**config.mk**
```make
export PLATFORM = sky130hd
export DESIGN_NAME = biquad_cascade_iir_filter_core_flat
export DESIGN_NICKNAME = d
export VERILOG_FILES = /design/src/rtl/core/biq_pkg.sv /design/src/rtl/core/biq_if.sv /design/src/rtl/core/biq_cfg_regs.sv /design/src/rtl/core/biq_useq.sv /design/src/rtl/core/biq_datapath.sv /design/src/rtl/core/biquad_cascade_iir_filter_core.sv /design/src/flat_wrapper.sv
export SDC_FILE = /design/constraint.sdc
export NUM_CORES = 2
export LEC_CHECK = 0
export BUFFER_PORTS_ARGS = -buffer_cell sky130_fd_sc_hd__buf_2
export CELL_PAD_IN_SITES_DETAIL_PLACEMENT = 1
export CELL_PAD_IN_SITES_GLOBAL_PLACEMENT = 1
export CORE_MARGIN = 1.5
export CORE_UTILIZATION = 55
export DETAILED_ROUTE_END_ITERATION = 8
export GPL_ROUTABILITY_DRIVEN = 0
export PLACE_DENSITY_LB_ADDON = 0.1
export SETUP_SLACK_MARGIN = 0.3
export SLEW_MARGIN = 40
export SYNTH_ARGS = -nofsm -noshare
export SYNTH_HDL_FRONTEND = slang
export SYNTH_SLANG_ARGS = --single-unit
```
**constraint.sdc**
```tcl
create_clock -name i_clk -period 22.9 [get_ports i_clk]
set_clock_uncertainty 0.1 [all_clocks]
set_input_delay 3.435 -clock i_clk [delete_from_list [all_inputs] [get_ports i_clk]]
set_output_delay 3.435 -clock i_clk [all_outputs]
set_load 0.02 [all_outputs]
```
**src/rtl/core/biq_pkg.sv**
```systemverilog
// ----------------------------------------------------------------------------
// biq_pkg
// shared constants, register codes, microcode format and program rom for the
// cascaded biquad iir filter core
// ----------------------------------------------------------------------------
`default_nettype none

package biq_pkg;

    // default sizing
    localparam int MAX_SECTIONS_DEF   = 4;
    localparam int SAMPLE_BITS_DEF    = 16;
    localparam int STATE_BITS_DEF     = 24;
    localparam int COEF_FRAC_BITS_DEF = 14;

    // coefficient packing is fixed by the register layout
    localparam int COEF_W        = 16;
    localparam int PACK_SECTIONS = 4;
    localparam int USED_W        = 4;

    // configuration port
    localparam int CFG_DATA_W  = 64;
    localparam int CFG_IDX_W   = 3;
    localparam int CFG_COUNT_W = 3;
    localparam int CFG_MASK_W  = 4;

    localparam logic [CFG_IDX_W-1:0] CFG_SECTION_COUNT = 3'd0;
    localparam logic [CFG_IDX_W-1:0] CFG_DC_ZERO_MASK  = 3'd1;
    localparam logic [CFG_IDX_W-1:0] CFG_COEF_B0       = 3'd2;
    localparam logic [CFG_IDX_W-1:0] CFG_COEF_B1       = 3'd3;
    localparam logic [CFG_IDX_W-1:0] CFG_COEF_B2       = 3'd4;
    localparam logic [CFG_IDX_W-1:0] CFG_COEF_A1       = 3'd5;
    localparam logic [CFG_IDX_W-1:0] CFG_COEF_A2       = 3'd6;

    localparam logic [CFG_COUNT_W-1:0] COUNT_RESET = 3'd1;
    localparam logic [CFG_MASK_W-1:0]  MASK_RESET  = 4'd0;
    localparam logic [CFG_DATA_W-1:0]  B0_RESET    = 64'd4611756387845323776;

    typedef struct packed {
        logic [CFG_COUNT_W-1:0] count;
        logic [CFG_MASK_W-1:0]  dc_mask;
        logic [CFG_DATA_W-1:0]  b0;
        logic [CFG_DATA_W-1:0]  b1;
        logic [CFG_DATA_W-1:0]  b2;
        logic [CFG_DATA_W-1:0]  a1;
        logic [CFG_DATA_W-1:0]  a2;
    } t_cfg;

    // coefficient / operand select
    localparam int CS_W = 3;
    localparam logic [CS_W-1:0] CS_B0 = 3'd0;
    localparam logic [CS_W-1:0] CS_B1 = 3'd1;
    localparam logic [CS_W-1:0] CS_B2 = 3'd2;
    localparam logic [CS_W-1:0] CS_A1 = 3'd3;
    localparam logic [CS_W-1:0] CS_A2 = 3'd4;

    // hold conditions
    localparam int HC_W = 2;
    localparam logic [HC_W-1:0] HC_NONE = 2'd0;
    localparam logic [HC_W-1:0] HC_IN   = 2'd1;
    localparam logic [HC_W-1:0] HC_OUT  = 2'd2;

    // jump conditions
    localparam int JC_W = 2;
    localparam logic [JC_W-1:0] JC_NEVER    = 2'd0;
    localparam logic [JC_W-1:0] JC_ALWAYS   = 2'd1;
    localparam logic [JC_W-1:0] JC_NO_SEC   = 2'd2;
    localparam logic [JC_W-1:0] JC_MORE_SEC = 2'd3;

    // program steps
    localparam int STEP_W = 4;
    localparam logic [STEP_W-1:0] SP_IDLE = 4'd0;
    localparam logic [STEP_W-1:0] SP_MB0  = 4'd1;
    localparam logic [STEP_W-1:0] SP_MB1  = 4'd2;
    localparam logic [STEP_W-1:0] SP_MB2  = 4'd3;
    localparam logic [STEP_W-1:0] SP_MA1  = 4'd4;
    localparam logic [STEP_W-1:0] SP_MA2  = 4'd5;
    localparam logic [STEP_W-1:0] SP_ACC  = 4'd6;
    localparam logic [STEP_W-1:0] SP_FIN  = 4'd7;
    localparam logic [STEP_W-1:0] SP_OUT  = 4'd8;

    typedef struct packed {
        logic              in_rdy;
        logic [CS_W-1:0]   coef_sel;
        logic              mul_en;
        logic              mul_neg;
        logic              acc_en;
        logic              acc_clr;
        logic              prime;
        logic              fin;
        logic              out_ld;
        logic [HC_W-1:0]   hold;
        logic [JC_W-1:0]   jc;
        logic [STEP_W-1:0] target;
    } t_uword;

    typedef struct packed {
        logic            in_rdy;
        logic [CS_W-1:0] coef_sel;
        logic            mul_en;
        logic            mul_neg;
        logic            acc_en;
        logic            acc_clr;
        logic            prime;
        logic            fin;
        logic            out_ld;
    } t_ctrl;

    typedef struct packed {
        logic in_valid;
        logic out_block;
        logic no_sec;
        logic last_sec;
    } t_stat;

    function automatic t_uword biq_ucode(input logic [STEP_W-1:0] step);
        t_uword w;
        w = '0;
        case (step)
            SP_IDLE: begin
                w.in_rdy = 1'b1;
                w.hold   = HC_IN;
                w.jc     = JC_NO_SEC;
                w.target = SP_OUT;
            end
            SP_MB0: begin
                w.prime    = 1'b1;
                w.mul_en   = 1'b1;
                w.coef_sel = CS_B0;
            end
            SP_MB1: begin
                w.acc_en   = 1'b1;
                w.acc_clr  = 1'b1;
                w.mul_en   = 1'b1;
                w.coef_sel = CS_B1;
            end
            SP_MB2: begin
                w.acc_en   = 1'b1;
                w.mul_en   = 1'b1;
                w.coef_sel = CS_B2;
            end
            SP_MA1: begin
                w.acc_en   = 1'b1;
                w.mul_en   = 1'b1;
                w.mul_neg  = 1'b1;
                w.coef_sel = CS_A1;
            end
            SP_MA2: begin
                w.acc_en   = 1'b1;
                w.mul_en   = 1'b1;
                w.mul_neg  = 1'b1;
                w.coef_sel = CS_A2;
            end
            SP_ACC: begin
                w.acc_en = 1'b1;
            end
            SP_FIN: begin
                w.fin    = 1'b1;
                w.jc     = JC_MORE_SEC;
                w.target = SP_MB0;
            end
            SP_OUT: begin
                w.out_ld = 1'b1;
                w.hold   = HC_OUT;
                w.jc     = JC_ALWAYS;
                w.target = SP_IDLE;
            end
            default: begin
                w.jc     = JC_ALWAYS;
                w.target = SP_IDLE;
            end
        endcase
        return w;
    endfunction

endpackage

`default_nettype wire

```
**src/rtl/core/biq_if.sv**
```systemverilog
// ----------------------------------------------------------------------------
// biq_if
// valid/ready channels for input samples and filter results
// ----------------------------------------------------------------------------
`default_nettype none

interface biq_in_if #(
    parameter int SAMPLE_BITS = biq_pkg::SAMPLE_BITS_DEF
);
    logic                          valid;
    logic                          ready;
    logic signed [SAMPLE_BITS-1:0] sample;
    logic                          block_end;

    modport source (output valid, output sample, output block_end, input ready);
    modport sink   (input valid, input sample, input block_end, output ready);
endinterface

interface biq_out_if #(
    parameter int SAMPLE_BITS = biq_pkg::SAMPLE_BITS_DEF
);
    logic                        valid;
    logic                        ready;
    logic signed [SAMPLE_BITS-1:0] filtered;
    logic signed [SAMPLE_BITS:0]   residual;
    logic                        block_end_out;
    logic                        clipped;

    modport source (output valid, output filtered, output residual,
                    output block_end_out, output clipped, input ready);
    modport sink   (input valid, input filtered, input residual,
                    input block_end_out, input clipped, output ready);
endinterface

`default_nettype wire

```
**src/rtl/core/biq_cfg_regs.sv**
```systemverilog
// ----------------------------------------------------------------------------
// biq_cfg_regs
// configuration register file with write strobe for history priming
// ----------------------------------------------------------------------------
`default_nettype none

module biq_cfg_regs (
    input  logic                           i_clk,
    input  logic                           i_rst_n,
    input  logic                           i_cfg_we,
    input  logic [biq_pkg::CFG_IDX_W-1:0]  i_cfg_index,
    input  logic [biq_pkg::CFG_DATA_W-1:0] i_cfg_data,
    output biq_pkg::t_cfg                  o_cfg,
    output logic                           o_cfg_hit
);
    import biq_pkg::*;

    t_cfg r_cfg;
    logic n_hit;

    always_comb begin
        case (i_cfg_index)
            CFG_SECTION_COUNT, CFG_DC_ZERO_MASK, CFG_COEF_B0, CFG_COEF_B1,
            CFG_COEF_B2, CFG_COEF_A1, CFG_COEF_A2: n_hit = i_cfg_we;
            default: n_hit = 1'b0;
        endcase
    end

    always_ff @(posedge i_clk) begin
        if (!i_rst_n) begin
            r_cfg.count   <= COUNT_RESET;
            r_cfg.dc_mask <= MASK_RESET;
            r_cfg.b0      <= B0_RESET;
            r_cfg.b1      <= '0;
            r_cfg.b2      <= '0;
            r_cfg.a1      <= '0;
            r_cfg.a2      <= '0;
        end else if (i_cfg_we) begin
            case (i_cfg_index)
                CFG_SECTION_COUNT: r_cfg.count   <= i_cfg_data[CFG_COUNT_W-1:0];
                CFG_DC_ZERO_MASK:  r_cfg.dc_mask <= i_cfg_data[CFG_MASK_W-1:0];
                CFG_COEF_B0:       r_cfg.b0      <= i_cfg_data;
                CFG_COEF_B1:       r_cfg.b1      <= i_cfg_data;
                CFG_COEF_B2:       r_cfg.b2      <= i_cfg_data;
                CFG_COEF_A1:       r_cfg.a1      <= i_cfg_data;
                CFG_COEF_A2:       r_cfg.a2      <= i_cfg_data;
                default: ;
            endcase
        end
    end

    assign o_cfg     = r_cfg;
    assign o_cfg_hit = n_hit;

endmodule

`default_nettype wire

```
**src/rtl/core/biq_useq.sv**
```systemverilog
// ----------------------------------------------------------------------------
// biq_useq
// microcode sequencer: step counter, program rom, hold and jump logic
// ----------------------------------------------------------------------------
`default_nettype none

module biq_useq (
    input  logic           i_clk,
    input  logic           i_rst_n,
    input  biq_pkg::t_stat i_stat,
    output biq_pkg::t_ctrl o_ctrl
);
    import biq_pkg::*;

    logic [STEP_W-1:0] r_step;
    logic [STEP_W-1:0] n_step;
    t_uword            word;
    logic              hold;
    logic              jump;
    logic              go;

    assign word = biq_ucode(r_step);

    always_comb begin
        case (word.hold)
            HC_IN:   hold = !i_stat.in_valid;
            HC_OUT:  hold = i_stat.out_block;
            default: hold = 1'b0;
        endcase
        case (word.jc)
            JC_ALWAYS:   jump = 1'b1;
            JC_NO_SEC:   jump = i_stat.no_sec;
            JC_MORE_SEC: jump = !i_stat.last_sec;
            default:     jump = 1'b0;
        endcase
        go = !hold;
        if (hold) begin
            n_step = r_step;
        end else if (jump) begin
            n_step = word.target;
        end else begin
            n_step = r_step + STEP_W'(1);
        end
    end

    always_ff @(posedge i_clk) begin
        if (!i_rst_n) begin
            r_step <= SP_IDLE;
        end else begin
            r_step <= n_step;
        end
    end

    always_comb begin
        o_ctrl.in_rdy   = word.in_rdy;
        o_ctrl.coef_sel = word.coef_sel;
        o_ctrl.mul_en   = word.mul_en & go;
        o_ctrl.mul_neg  = word.mul_neg;
        o_ctrl.acc_en   = word.acc_en & go;
        o_ctrl.acc_clr  = word.acc_clr;
        o_ctrl.prime    = word.prime & go;
        o_ctrl.fin      = word.fin & go;
        o_ctrl.out_ld   = word.out_ld & go;
    end

endmodule

`default_nettype wire

```
**src/rtl/core/biq_datapath.sv**
```systemverilog
// ----------------------------------------------------------------------------
// biq_datapath
// shared multiply-accumulate, section histories and output register
// ----------------------------------------------------------------------------
`default_nettype none

module biq_datapath #(
    parameter int MAX_SECTIONS   = biq_pkg::MAX_SECTIONS_DEF,
    parameter int SAMPLE_BITS    = biq_pkg::SAMPLE_BITS_DEF,
    parameter int STATE_BITS     = biq_pkg::STATE_BITS_DEF,
    parameter int COEF_FRAC_BITS = biq_pkg::COEF_FRAC_BITS_DEF
) (
    input  logic           i_clk,
    input  logic           i_rst_n,
    input  biq_pkg::t_cfg  i_cfg,
    input  logic           i_cfg_hit,
    input  biq_pkg::t_ctrl i_ctrl,
    output biq_pkg::t_stat o_stat,
    biq_in_if.sink         i_in,
    biq_out_if.source      o_out
);
    import biq_pkg::*;

    localparam int SEC_W  = (MAX_SECTIONS > 1) ? $clog2(MAX_SECTIONS) : 1;
    localparam int EXT_W  = (SAMPLE_BITS > STATE_BITS) ? SAMPLE_BITS : STATE_BITS;
    localparam int PROD_W = COEF_W + STATE_BITS;
    localparam int ACC_W  = PROD_W + 3;

    localparam logic [USED_W-1:0] MAX_USED = USED_W'(MAX_SECTIONS);
    localparam logic signed [STATE_BITS-1:0] STATE_MAX = {1'b0, {(STATE_BITS-1){1'b1}}};
    localparam logic signed [STATE_BITS-1:0] STATE_MIN = {1'b1, {(STATE_BITS-1){1'b0}}};
    localparam logic signed [SAMPLE_BITS-1:0] SMP_MAX = {1'b0, {(SAMPLE_BITS-1){1'b1}}};
    localparam logic signed [SAMPLE_BITS-1:0] SMP_MIN = {1'b1, {(SAMPLE_BITS-1){1'b0}}};
    localparam logic signed [ACC_W-1:0] RND_HALF = ACC_W'(1) << (COEF_FRAC_BITS - 1);

    // per-section coefficient view
    logic signed [COEF_W-1:0] b0_tab [MAX_SECTIONS];
    logic signed [COEF_W-1:0] b1_tab [MAX_SECTIONS];
    logic signed [COEF_W-1:0] b2_tab [MAX_SECTIONS];
    logic signed [COEF_W-1:0] a1_tab [MAX_SECTIONS];
    logic signed [COEF_W-1:0] a2_tab [MAX_SECTIONS];
    logic [MAX_SECTIONS-1:0]  dcz_tab;

    for (genvar n = 0; n < MAX_SECTIONS; n++) begin : g_sec
        if (n < PACK_SECTIONS) begin : g_pack
            assign b0_tab[n]  = i_cfg.b0[COEF_W*n +: COEF_W];
            assign b1_tab[n]  = i_cfg.b1[COEF_W*n +: COEF_W];
            assign b2_tab[n]  = i_cfg.b2[COEF_W*n +: COEF_W];
            assign a1_tab[n]  = i_cfg.a1[COEF_W*n +: COEF_W];
            assign a2_tab[n]  = i_cfg.a2[COEF_W*n +: COEF_W];
            assign dcz_tab[n] = i_cfg.dc_mask[n];
        end else begin : g_zero
            assign b0_tab[n]  = '0;
            assign b1_tab[n]  = '0;
            assign b2_tab[n]  = '0;
            assign a1_tab[n]  = '0;
            assign a2_tab[n]  = '0;
            assign dcz_tab[n] = 1'b0;
        end
    end

    // state
    logic signed [STATE_BITS-1:0] r_hin1  [MAX_SECTIONS];
    logic signed [STATE_BITS-1:0] r_hin2  [MAX_SECTIONS];
    logic signed [STATE_BITS-1:0] r_hout1 [MAX_SECTIONS];
    logic signed [STATE_BITS-1:0] r_hout2 [MAX_SECTIONS];
    logic                         r_prime;
    logic [SEC_W-1:0]             r_sec;

    logic signed [EXT_W-1:0]       r_cur;
    logic signed [SAMPLE_BITS-1:0] r_sample;
    logic                          r_bend;
    logic                          r_clip;
    logic signed [PROD_W-1:0]      r_prod;
    logic                          r_prod_neg;
    logic signed [ACC_W-1:0]       r_acc;

    logic                          r_out_valid;
    logic signed [SAMPLE_BITS-1:0] r_filt;
    logic signed [SAMPLE_BITS:0]   r_resid;
    logic                          r_out_bend;
    logic                          r_out_clip;

    // combinational
    logic [USED_W-1:0]             cnt_ext;
    logic [USED_W-1:0]             used;
    logic                          accept;
    logic signed [EXT_W-1:0]       sample_ext;
    logic [EXT_W-STATE_BITS:0]     in_top;
    logic                          in_ovf;
    logic signed [STATE_BITS-1:0]  in_sat;
    logic signed [STATE_BITS-1:0]  cur_st;
    logic signed [COEF_W-1:0]      coef;
    logic signed [STATE_BITS-1:0]  opnd;
    logic signed [PROD_W-1:0]      prod_next;
    logic signed [ACC_W-1:0]       prod_ext;
    logic signed [ACC_W-1:0]       addend;
    logic signed [ACC_W-1:0]       acc_rnd;
    logic signed [ACC_W-1:0]       acc_shr;
    logic [ACC_W-STATE_BITS:0]     acc_top;
    logic                          acc_ovf;
    logic signed [STATE_BITS-1:0]  acc_sat;
    logic [EXT_W-SAMPLE_BITS:0]    filt_top;
    logic                          filt_ovf;
    logic signed [SAMPLE_BITS-1:0] filt_sat;
    logic signed [SAMPLE_BITS:0]   resid;

    assign cnt_ext = USED_W'(i_cfg.count);
    assign used    = (cnt_ext > MAX_USED) ? MAX_USED : cnt_ext;
    assign accept  = i_in.valid && i_ctrl.in_rdy;

    always_comb begin
        sample_ext = EXT_W'(i_in.sample);
        in_top     = sample_ext[EXT_W-1:STATE_BITS-1];
        in_ovf     = !((&in_top) || !(|in_top));
        if (in_ovf) begin
            in_sat = sample_ext[EXT_W-1] ? STATE_MIN : STATE_MAX;
        end else begin
            in_sat = $signed(sample_ext[STATE_BITS-1:0]);
        end

        cur_st = $signed(r_cur[STATE_BITS-1:0]);

        case (i_ctrl.coef_sel)
            CS_B0: begin
                coef = b0_tab[r_sec];
                opnd = cur_st;
            end
            CS_B1: begin
                coef = b1_tab[r_sec];
                opnd = r_hin1[r_sec];
            end
            CS_B2: begin
                coef = b2_tab[r_sec];
                opnd = r_hin2[r_sec];
            end
            CS_A1: begin
                coef = a1_tab[r_sec];
                opnd = r_hout1[r_sec];
            end
            CS_A2: begin
                coef = a2_tab[r_sec];
                opnd = r_hout2[r_sec];
            end
            default: begin
                coef = '0;
                opnd = '0;
            end
        endcase
        prod_next = coef * opnd;

        prod_ext = ACC_W'(r_prod);
        addend   = r_prod_neg ? -prod_ext : prod_ext;

        acc_rnd = r_acc + RND_HALF;
        acc_shr = acc_rnd >>> COEF_FRAC_BITS;
        acc_top = acc_shr[ACC_W-1:STATE_BITS-1];
        acc_ovf = !((&acc_top) || !(|acc_top));
        if (acc_ovf) begin
            acc_sat = acc_shr[ACC_W-1] ? STATE_MIN : STATE_MAX;
        end else begin
            acc_sat = $signed(acc_shr[STATE_BITS-1:0]);
        end

        filt_top = r_cur[EXT_W-1:SAMPLE_BITS-1];
        filt_ovf = !((&filt_top) || !(|filt_top));
        if (filt_ovf) begin
            filt_sat = r_cur[EXT_W-1] ? SMP_MIN : SMP_MAX;
        end else begin
            filt_sat = $signed(r_cur[SAMPLE_BITS-1:0]);
        end
        resid = (SAMPLE_BITS+1)'(r_sample) - (SAMPLE_BITS+1)'(filt_sat);
    end

    always_ff @(posedge i_clk) begin
        if (!i_rst_n) begin
            r_prime     <= 1'b1;
            r_sec       <= '0;
            r_out_valid <= 1'b0;
            for (int n = 0; n < MAX_SECTIONS; n++) begin
                r_hin1[n]  <= '0;
                r_hin2[n]  <= '0;
                r_hout1[n] <= '0;
                r_hout2[n] <= '0;
            end
        end else begin
            if (accept) begin
                r_cur    <= (used != '0) ? EXT_W'(in_sat) : sample_ext;
                r_sample <= i_in.sample;
                r_bend   <= i_in.block_end;
                r_clip   <= (used != '0) && in_ovf;
                r_sec    <= '0;
            end
            if (i_ctrl.mul_en) begin
                r_prod     <= prod_next;
                r_prod_neg <= i_ctrl.mul_neg;
            end
            if (i_ctrl.acc_en) begin
                r_acc <= i_ctrl.acc_clr ? addend : r_acc + addend;
            end
            if (i_ctrl.prime && r_prime) begin
                r_hin1[r_sec]  <= cur_st;
                r_hin2[r_sec]  <= cur_st;
                r_hout1[r_sec] <= dcz_tab[r_sec] ? '0 : cur_st;
                r_hout2[r_sec] <= dcz_tab[r_sec] ? '0 : cur_st;
            end
            if (i_ctrl.fin) begin
                r_hin2[r_sec]  <= r_hin1[r_sec];
                r_hin1[r_sec]  <= cur_st;
                r_hout2[r_sec] <= r_hout1[r_sec];
                r_hout1[r_sec] <= acc_sat;
                r_cur          <= EXT_W'(acc_sat);
                r_clip         <= r_clip | acc_ovf;
                r_sec          <= r_sec + SEC_W'(1);
            end
            if (i_ctrl.out_ld) begin
                r_out_valid <= 1'b1;
                r_filt      <= filt_sat;
                r_resid     <= resid;
                r_out_bend  <= r_bend;
                r_out_clip  <= r_clip | filt_ovf;
            end else if (o_out.ready) begin
                r_out_valid <= 1'b0;
            end
            if (i_cfg_hit) begin
                r_prime <= 1'b1;
            end else if (i_ctrl.out_ld) begin
                r_prime <= 1'b0;
            end
        end
    end

    assign i_in.ready          = i_ctrl.in_rdy && i_rst_n;
    assign o_out.valid         = r_out_valid;
    assign o_out.filtered      = r_filt;
    assign o_out.residual      = r_resid;
    assign o_out.block_end_out = r_out_bend;
    assign o_out.clipped       = r_out_clip;

    assign o_stat.in_valid  = i_in.valid;
    assign o_stat.out_block = r_out_valid && !o_out.ready;
    assign o_stat.no_sec    = (used == '0);
    assign o_stat.last_sec  = ((USED_W'(r_sec) + USED_W'(1)) == used);

endmodule

`default_nettype wire

```
**src/rtl/core/biquad_cascade_iir_filter_core.sv**
```systemverilog
// ----------------------------------------------------------------------------
// biquad_cascade_iir_filter_core
// cascade of up to four direct form 1 biquads on one shared multiplier,
// run by a microcoded sequencer; gives filtered and complementary output
// ----------------------------------------------------------------------------
//  channel   dir  handshake            payload
//  i_in      in   valid / ready        sample, block_end
//  o_out     out  valid / ready        filtered, residual, block_end_out, clipped
//  i_cfg_*   in   write enable only    index, data
//
//  each section in use runs as five products and two finishing steps on the
//  single multiplier; with no section in use an accepted sample goes
//  straight to the output step
//  reset is synchronous and active low; all histories clear and priming arms
//  results wait in an output register, the next sample is taken meanwhile;
//  a stalled output holds the sequencer at its output step
// ----------------------------------------------------------------------------
`default_nettype none

module biquad_cascade_iir_filter_core #(
    parameter int MAX_SECTIONS   = biq_pkg::MAX_SECTIONS_DEF,
    parameter int SAMPLE_BITS    = biq_pkg::SAMPLE_BITS_DEF,
    parameter int STATE_BITS     = biq_pkg::STATE_BITS_DEF,
    parameter int COEF_FRAC_BITS = biq_pkg::COEF_FRAC_BITS_DEF
) (
    input  logic                           i_clk,
    input  logic                           i_rst_n,
    input  logic                           i_cfg_we,
    input  logic [biq_pkg::CFG_IDX_W-1:0]  i_cfg_index,
    input  logic [biq_pkg::CFG_DATA_W-1:0] i_cfg_data,
    biq_in_if.sink                         i_in,
    biq_out_if.source                      o_out
);
    import biq_pkg::*;

    t_cfg  cfg;
    logic  cfg_hit;
    t_ctrl ctrl;
    t_stat stat;

    biq_cfg_regs u_cfg_regs (
        .i_clk       (i_clk),
        .i_rst_n     (i_rst_n),
        .i_cfg_we    (i_cfg_we),
        .i_cfg_index (i_cfg_index),
        .i_cfg_data  (i_cfg_data),
        .o_cfg       (cfg),
        .o_cfg_hit   (cfg_hit)
    );

    biq_useq u_useq (
        .i_clk   (i_clk),
        .i_rst_n (i_rst_n),
        .i_stat  (stat),
        .o_ctrl  (ctrl)
    );

    biq_datapath #(
        .MAX_SECTIONS   (MAX_SECTIONS),
        .SAMPLE_BITS    (SAMPLE_BITS),
        .STATE_BITS     (STATE_BITS),
        .COEF_FRAC_BITS (COEF_FRAC_BITS)
    ) u_datapath (
        .i_clk     (i_clk),
        .i_rst_n   (i_rst_n),
        .i_cfg     (cfg),
        .i_cfg_hit (cfg_hit),
        .i_ctrl    (ctrl),
        .o_stat    (stat),
        .i_in      (i_in),
        .o_out     (o_out)
    );

endmodule

`default_nettype wire

```
**src/flat_wrapper.sv**
```systemverilog
// flat-port wrapper written by rule: the top's interface ports become plain ports
module biquad_cascade_iir_filter_core_flat import biq_pkg::*;
#(
    parameter int MAX_SECTIONS   = biq_pkg::MAX_SECTIONS_DEF,
    parameter int SAMPLE_BITS    = biq_pkg::SAMPLE_BITS_DEF,
    parameter int STATE_BITS     = biq_pkg::STATE_BITS_DEF,
    parameter int COEF_FRAC_BITS = biq_pkg::COEF_FRAC_BITS_DEF
)
  (i_clk, i_rst_n, i_cfg_we, i_cfg_index, i_cfg_data, i_in_valid, i_in_sample, i_in_block_end, i_in_ready, o_out_valid, o_out_filtered, o_out_residual, o_out_block_end_out, o_out_clipped, o_out_ready);
  biq_in_if #(.SAMPLE_BITS(SAMPLE_BITS)) i_in_i ();
  biq_out_if #(.SAMPLE_BITS(SAMPLE_BITS)) o_out_i ();
  input  logic i_clk;
  input  logic i_rst_n;
  input  logic i_cfg_we;
  input  logic [biq_pkg::CFG_IDX_W-1:0] i_cfg_index;
  input  logic [biq_pkg::CFG_DATA_W-1:0] i_cfg_data;
  input wire logic [$bits(i_in_i.valid)-1:0] i_in_valid;
  input wire logic [$bits(i_in_i.sample)-1:0] i_in_sample;
  input wire logic [$bits(i_in_i.block_end)-1:0] i_in_block_end;
  output wire logic [$bits(i_in_i.ready)-1:0] i_in_ready;
  output wire logic [$bits(o_out_i.valid)-1:0] o_out_valid;
  output wire logic [$bits(o_out_i.filtered)-1:0] o_out_filtered;
  output wire logic [$bits(o_out_i.residual)-1:0] o_out_residual;
  output wire logic [$bits(o_out_i.block_end_out)-1:0] o_out_block_end_out;
  output wire logic [$bits(o_out_i.clipped)-1:0] o_out_clipped;
  input wire logic [$bits(o_out_i.ready)-1:0] o_out_ready;
  assign i_in_i.valid = i_in_valid;
  assign i_in_i.sample = i_in_sample;
  assign i_in_i.block_end = i_in_block_end;
  assign i_in_ready = i_in_i.ready;
  assign o_out_valid = o_out_i.valid;
  assign o_out_filtered = o_out_i.filtered;
  assign o_out_residual = o_out_i.residual;
  assign o_out_block_end_out = o_out_i.block_end_out;
  assign o_out_clipped = o_out_i.clipped;
  assign o_out_i.ready = o_out_ready;
  biquad_cascade_iir_filter_core #(.MAX_SECTIONS(MAX_SECTIONS), .SAMPLE_BITS(SAMPLE_BITS), .STATE_BITS(STATE_BITS), .COEF_FRAC_BITS(COEF_FRAC_BITS)) u_core (.i_clk(i_clk), .i_rst_n(i_rst_n), .i_cfg_we(i_cfg_we), .i_cfg_index(i_cfg_index), .i_cfg_data(i_cfg_data), .i_in(i_in_i), .o_out(o_out_i));
endmodule
```
==> run_summary.xml <==
<?xml version="1.0" encoding="UTF-8"?>
<metrics>
  <group name="yosys">
    <metric name="synth.net_count" unit="">6100</metric>
    <metric name="asyncSetResetFlopFracSynth" unit="%">0</metric>
    <metric name="seq_area_frac_synth" unit="%">41.2</metric>
    <metric name="yosys.area.top_type_share" unit="%">29.2</metric>
    <metric name="synth_top_cells_by_area" unit="">edfxtp_1, fa_1, dfxtp_1</metric>
    <metric name="synth.most_common_cell" unit="">nand2_1</metric>
    <metric name="synth_warnings" unit="">0</metric>
    <metric name="yosys.cell_types.count" unit="">81</metric>
    <metric name="syn_area_per_cell" unit="sq um">10.2</metric>
    <metric name="synth_edf_count" unit="">545</metric>
    <metric name="postSynth.topFlopCell" unit="">edfxtp_1</metric>
    <metric name="syn_area" unit="sq mm">0.0561</metric>
    <metric name="post_synth_inst_count" unit="">5470</metric>
    <metric name="yosysTopAreaCell" unit="">edfxtp_1</metric>
    <metric name="synthTopCellsByCount" unit="">nand2_1, inv_1, nor2_1</metric>
    <metric name="synth-seq-cells" unit="">882</metric>
  </group>
  <group name="clock_network">
    <metric name="clk_sinks" unit="">882</metric>
    <metric name="cts.htree.levels" unit="">3</metric>
    <metric name="cts_inserted_buffers" unit="">95</metric>
    <metric name="clk_pin_slew_worst_paths" unit="ns">0.06</metric>
    <metric name="post_cts_resized" unit="">0</metric>
    <metric name="cts_hold_repair.buffers" unit="">0</metric>
    <metric name="worstSkewPairLatency" unit="ns">0.71</metric>
    <metric name="cts.root.buffer_cell" unit="">clkbuf_16</metric>
    <metric name="cts_tree" unit="">yes</metric>
    <metric name="clockBufferDepth" unit="">3</metric>
    <metric name="cts_post_setup_buffers_inserted" unit="">0</metric>
  </group>
  <group name="final_layout">
    <metric name="nFillCells" unit="">10800</metric>
    <metric name="finish.net_count" unit="">6110</metric>
    <metric name="post_route_cells_drive_above_1_share" unit="%">11.1</metric>
    <metric name="multi_input_area" unit="sq mm">0.0299</metric>
    <metric name="layout.core_utilization" unit="%">61.1</metric>
    <metric name="layout-area-overhead-vs-synth" unit="%">9.53</metric>
    <metric name="area.sequential" unit="sq mm">0.0231</metric>
  </group>
  <group name="critical_path">
    <metric name="critPathCaptureType" unit="">flop</metric>
    <metric name="timing.critical_path.from_type" unit="">flop</metric>
    <metric name="crit_path_max_incr_delay" unit="ns">0.66</metric>
    <metric name="setup.worst_path.class" unit="">flop to flop</metric>
    <metric name="critPathArrivalTime" unit="ns">10.15</metric>
    <metric name="critical_path.max_fanout" unit="">51</metric>
    <metric name="cpMaxStageDelayCell" unit="">buf_4</metric>
    <metric name="required_time_of_the_critical_path" unit="ns">23.25</metric>
  </group>
  <group name="die">
    <metric name="fp.dieArea" unit="sq mm">0.104</metric>
    <metric name="die_w" unit="microns">322</metric>
    <metric name="die-height" unit="microns">322</metric>
    <metric name="io-pin-count" unit="">126</metric>
    <metric name="floorplan.initialDensity" unit="%">55.7</metric>
    <metric name="floorplan.core_area" unit="sq mm">0.101</metric>
    <metric name="floorplan.rows" unit="">116</metric>
  </group>
  <group name="global_routing">
    <metric name="vias_in_the_first_global_route" unit="">46100</metric>
    <metric name="grt_use_total" unit="%">35.3</metric>
    <metric name="antenna_found_initial" unit="">12</metric>
    <metric name="grt_overflow" unit="">0</metric>
    <metric name="grt_pass1_wl" unit="mm">277</metric>
    <metric name="grt_start_max_net_pins" unit="">128</metric>
  </group>
  <group name="detailed_routing">
    <metric name="wl_per_cell" unit="microns">26.2</metric>
    <metric name="number_of_detailed_routing_iterations_run_before_antenna_repair" unit="">5</metric>
    <metric name="drt_drc_violations_left" unit="">0</metric>
    <metric name="via_count" unit="">42600</metric>
    <metric name="initialDrtViolationCount" unit="">3641</metric>
    <metric name="drtAntennaViolNets" unit="">0</metric>
    <metric name="wl" unit="mm">181</metric>
    <metric name="number_of_vias_per_cell" unit="">6.16</metric>
  </group>
  <group name="timing">
    <metric name="tightest_slew" unit="ns">0.957</metric>
    <metric name="layout_min_cycle_time" unit="ns">9.79</metric>
    <metric name="report.final.hold_viol_count" unit="">0</metric>
    <metric name="min_period_over_period" unit="%">42.8</metric>
    <metric name="grt_setup_unrepaired" unit="">no</metric>
    <metric name="max_clock_freq" unit="MHz">102</metric>
    <metric name="final-setup-viol-count" unit="">0</metric>
    <metric name="drv_slew" unit="">0</metric>
    <metric name="timing.setup.tns" unit="ns">0</metric>
    <metric name="slew-limit-headroom" unit="%">36.2</metric>
  </group>
  <group name="job">
    <metric name="max_cap_viol_count" unit="">0</metric>
  </group>
  <group name="placement">
    <metric name="port_buffers" unit="">125</metric>
    <metric name="dp_hpwl" unit="mm">125</metric>
  </group>
  <group name="run_status">
    <metric name="run_status" unit="">finished clean</metric>
  </group>
  <group name="hold_path">
    <metric name="hold_path_class" unit="">flop to flop</metric>
  </group>
</metrics>
-- logic make-up (layout without fill, tap and decap cells) --
logic type | Yosys count | in the layout | share of synthesized area (%)
compound gates | 932 | 932 | 11.6
fa+ha+maj | 541 | 541 | 17.1
simple gates | 1900 | 1900 | 14.5
mux | 190 | 190 | 7.35
other cells | 0 | 3 | 0
xor+xnor | 142 | 142 | 2.22
buf+inv | 883 | 969 | 5.94
flops | 882 | 882 | 41.2
-- path summary, 6_finish.rpt --
check | from | endpoint | slack (ns) | cells after the start
setup / recovery | u_core.u_useq.r_step[0]$_SDFFE_PN0N_ | u_core.u_datapath.r_prod[38]$_DFFE_PP_ | 13.11 | 29
hold / removal | u_core.u_datapath.r_bend$_DFFE_PP_ | u_core.u_datapath.o_out.block_end_out$_DFFE_PP_ | 0.32 | 0
setup reg to reg | u_core.u_useq.r_step[0]$_SDFFE_PN0N_ | u_core.u_datapath.r_prod[38]$_DFFE_PP_ | 13.11 | 29
hold reg to reg | u_core.u_datapath.r_bend$_DFFE_PP_ | u_core.u_datapath.o_out.block_end_out$_DFFE_PP_ | 0.32 | 0
-- metrics by stage --
stage / setup WS (ns) / cell area (sq um) / hold slack (ns) / instances
2_1_floorplan: 14.09 / 56100 / 0.300 / 5470
3_3_place_gp: 13.25 / 58100 / 0.302 / 6735
3_5_place_dp: 13.16 / 58300 / 0.310 / 6740
4_1_cts: 13.12 / 61300 / 0.324 / 6913
5_1_grt: 12.72 / 61400 / 0.327 / 6915
6_report: 13.11 / 61400 / 0.324 / 6916
-- cells in the final DEF, fill, tap and decap left out, types with 30 or more instances in the layout --
cell type	count
nor2_1	539
fa_1	377
a21o_1	42
clkbuf_1	36
a22o_1	63
nor2b_1	31
a21boi_0	318
inv_1	583
buf_2	124
a21oi_1	162
ha_1	164
mux4_2	177
buf_4	70
dfxtp_1	333
and2_1	104
xor2_1	37
clkbuf_16	97
nand3_1	57
a211oi_1	30
o21ai_0	95
xnor2_1	100
nand2_1	963
edfxtp_1	545
-- layout make-up --
| type | count | share of cell area (%) |
|---|---|---|
| clock buffers | 139 | 4.31 |
| multi-input cells | 3705 | 48.8 |
| well taps | 1357 | 2.76 |
| clock inverters | 34 | 0.676 |
| diodes | 3 | 0.0122 |
| flip-flops and latches | 882 | 37.7 |
| inverters | 584 | 3.57 |
| repair buffers | 212 | 2.25 |
-- layer usage --
layer / routed length, microns / share of wire, % / track usage [%] / vias up
met5: 115 / 0.064 / 0 / -
met4: 7540 / 4.2 / 14.2 / 16
met3: 14800 / 8.2 / 7.47 / 401
met2: 87200 / 48 / 59.2 / 1666
met1: 71200 / 39 / 44.7 / 22000
li1: - / - / - / 18500
-- state kept, by name (all words and copies together) (netlist names), 24 cells and up, named ones only --
register / flops
u_core.u_cfg_regs.o_cfg: 327
u_core.u_datapath.r_hin1: 96
u_core.u_datapath.r_hin2: 96
u_core.u_datapath.r_hout1: 96
u_core.u_datapath.r_hout2: 96
u_core.u_datapath.r_acc: 43
u_core.u_datapath.r_prod: 40
u_core.u_datapath.cur_st: 24
-- critical path: cells and delay by family, from the launching register on --
kind,cells,cell delay (ns)
DFF,1,0.37
adders and majority gates,8,3.72
buffers and inverters,8,1.41
AOI/OAI and AO/OA,9,2.49
and+or+nand+nor,4,1.37
Power is not shown: default switching activity piles up to over one toggle a cycle in this logic, so the estimate is an artifact.
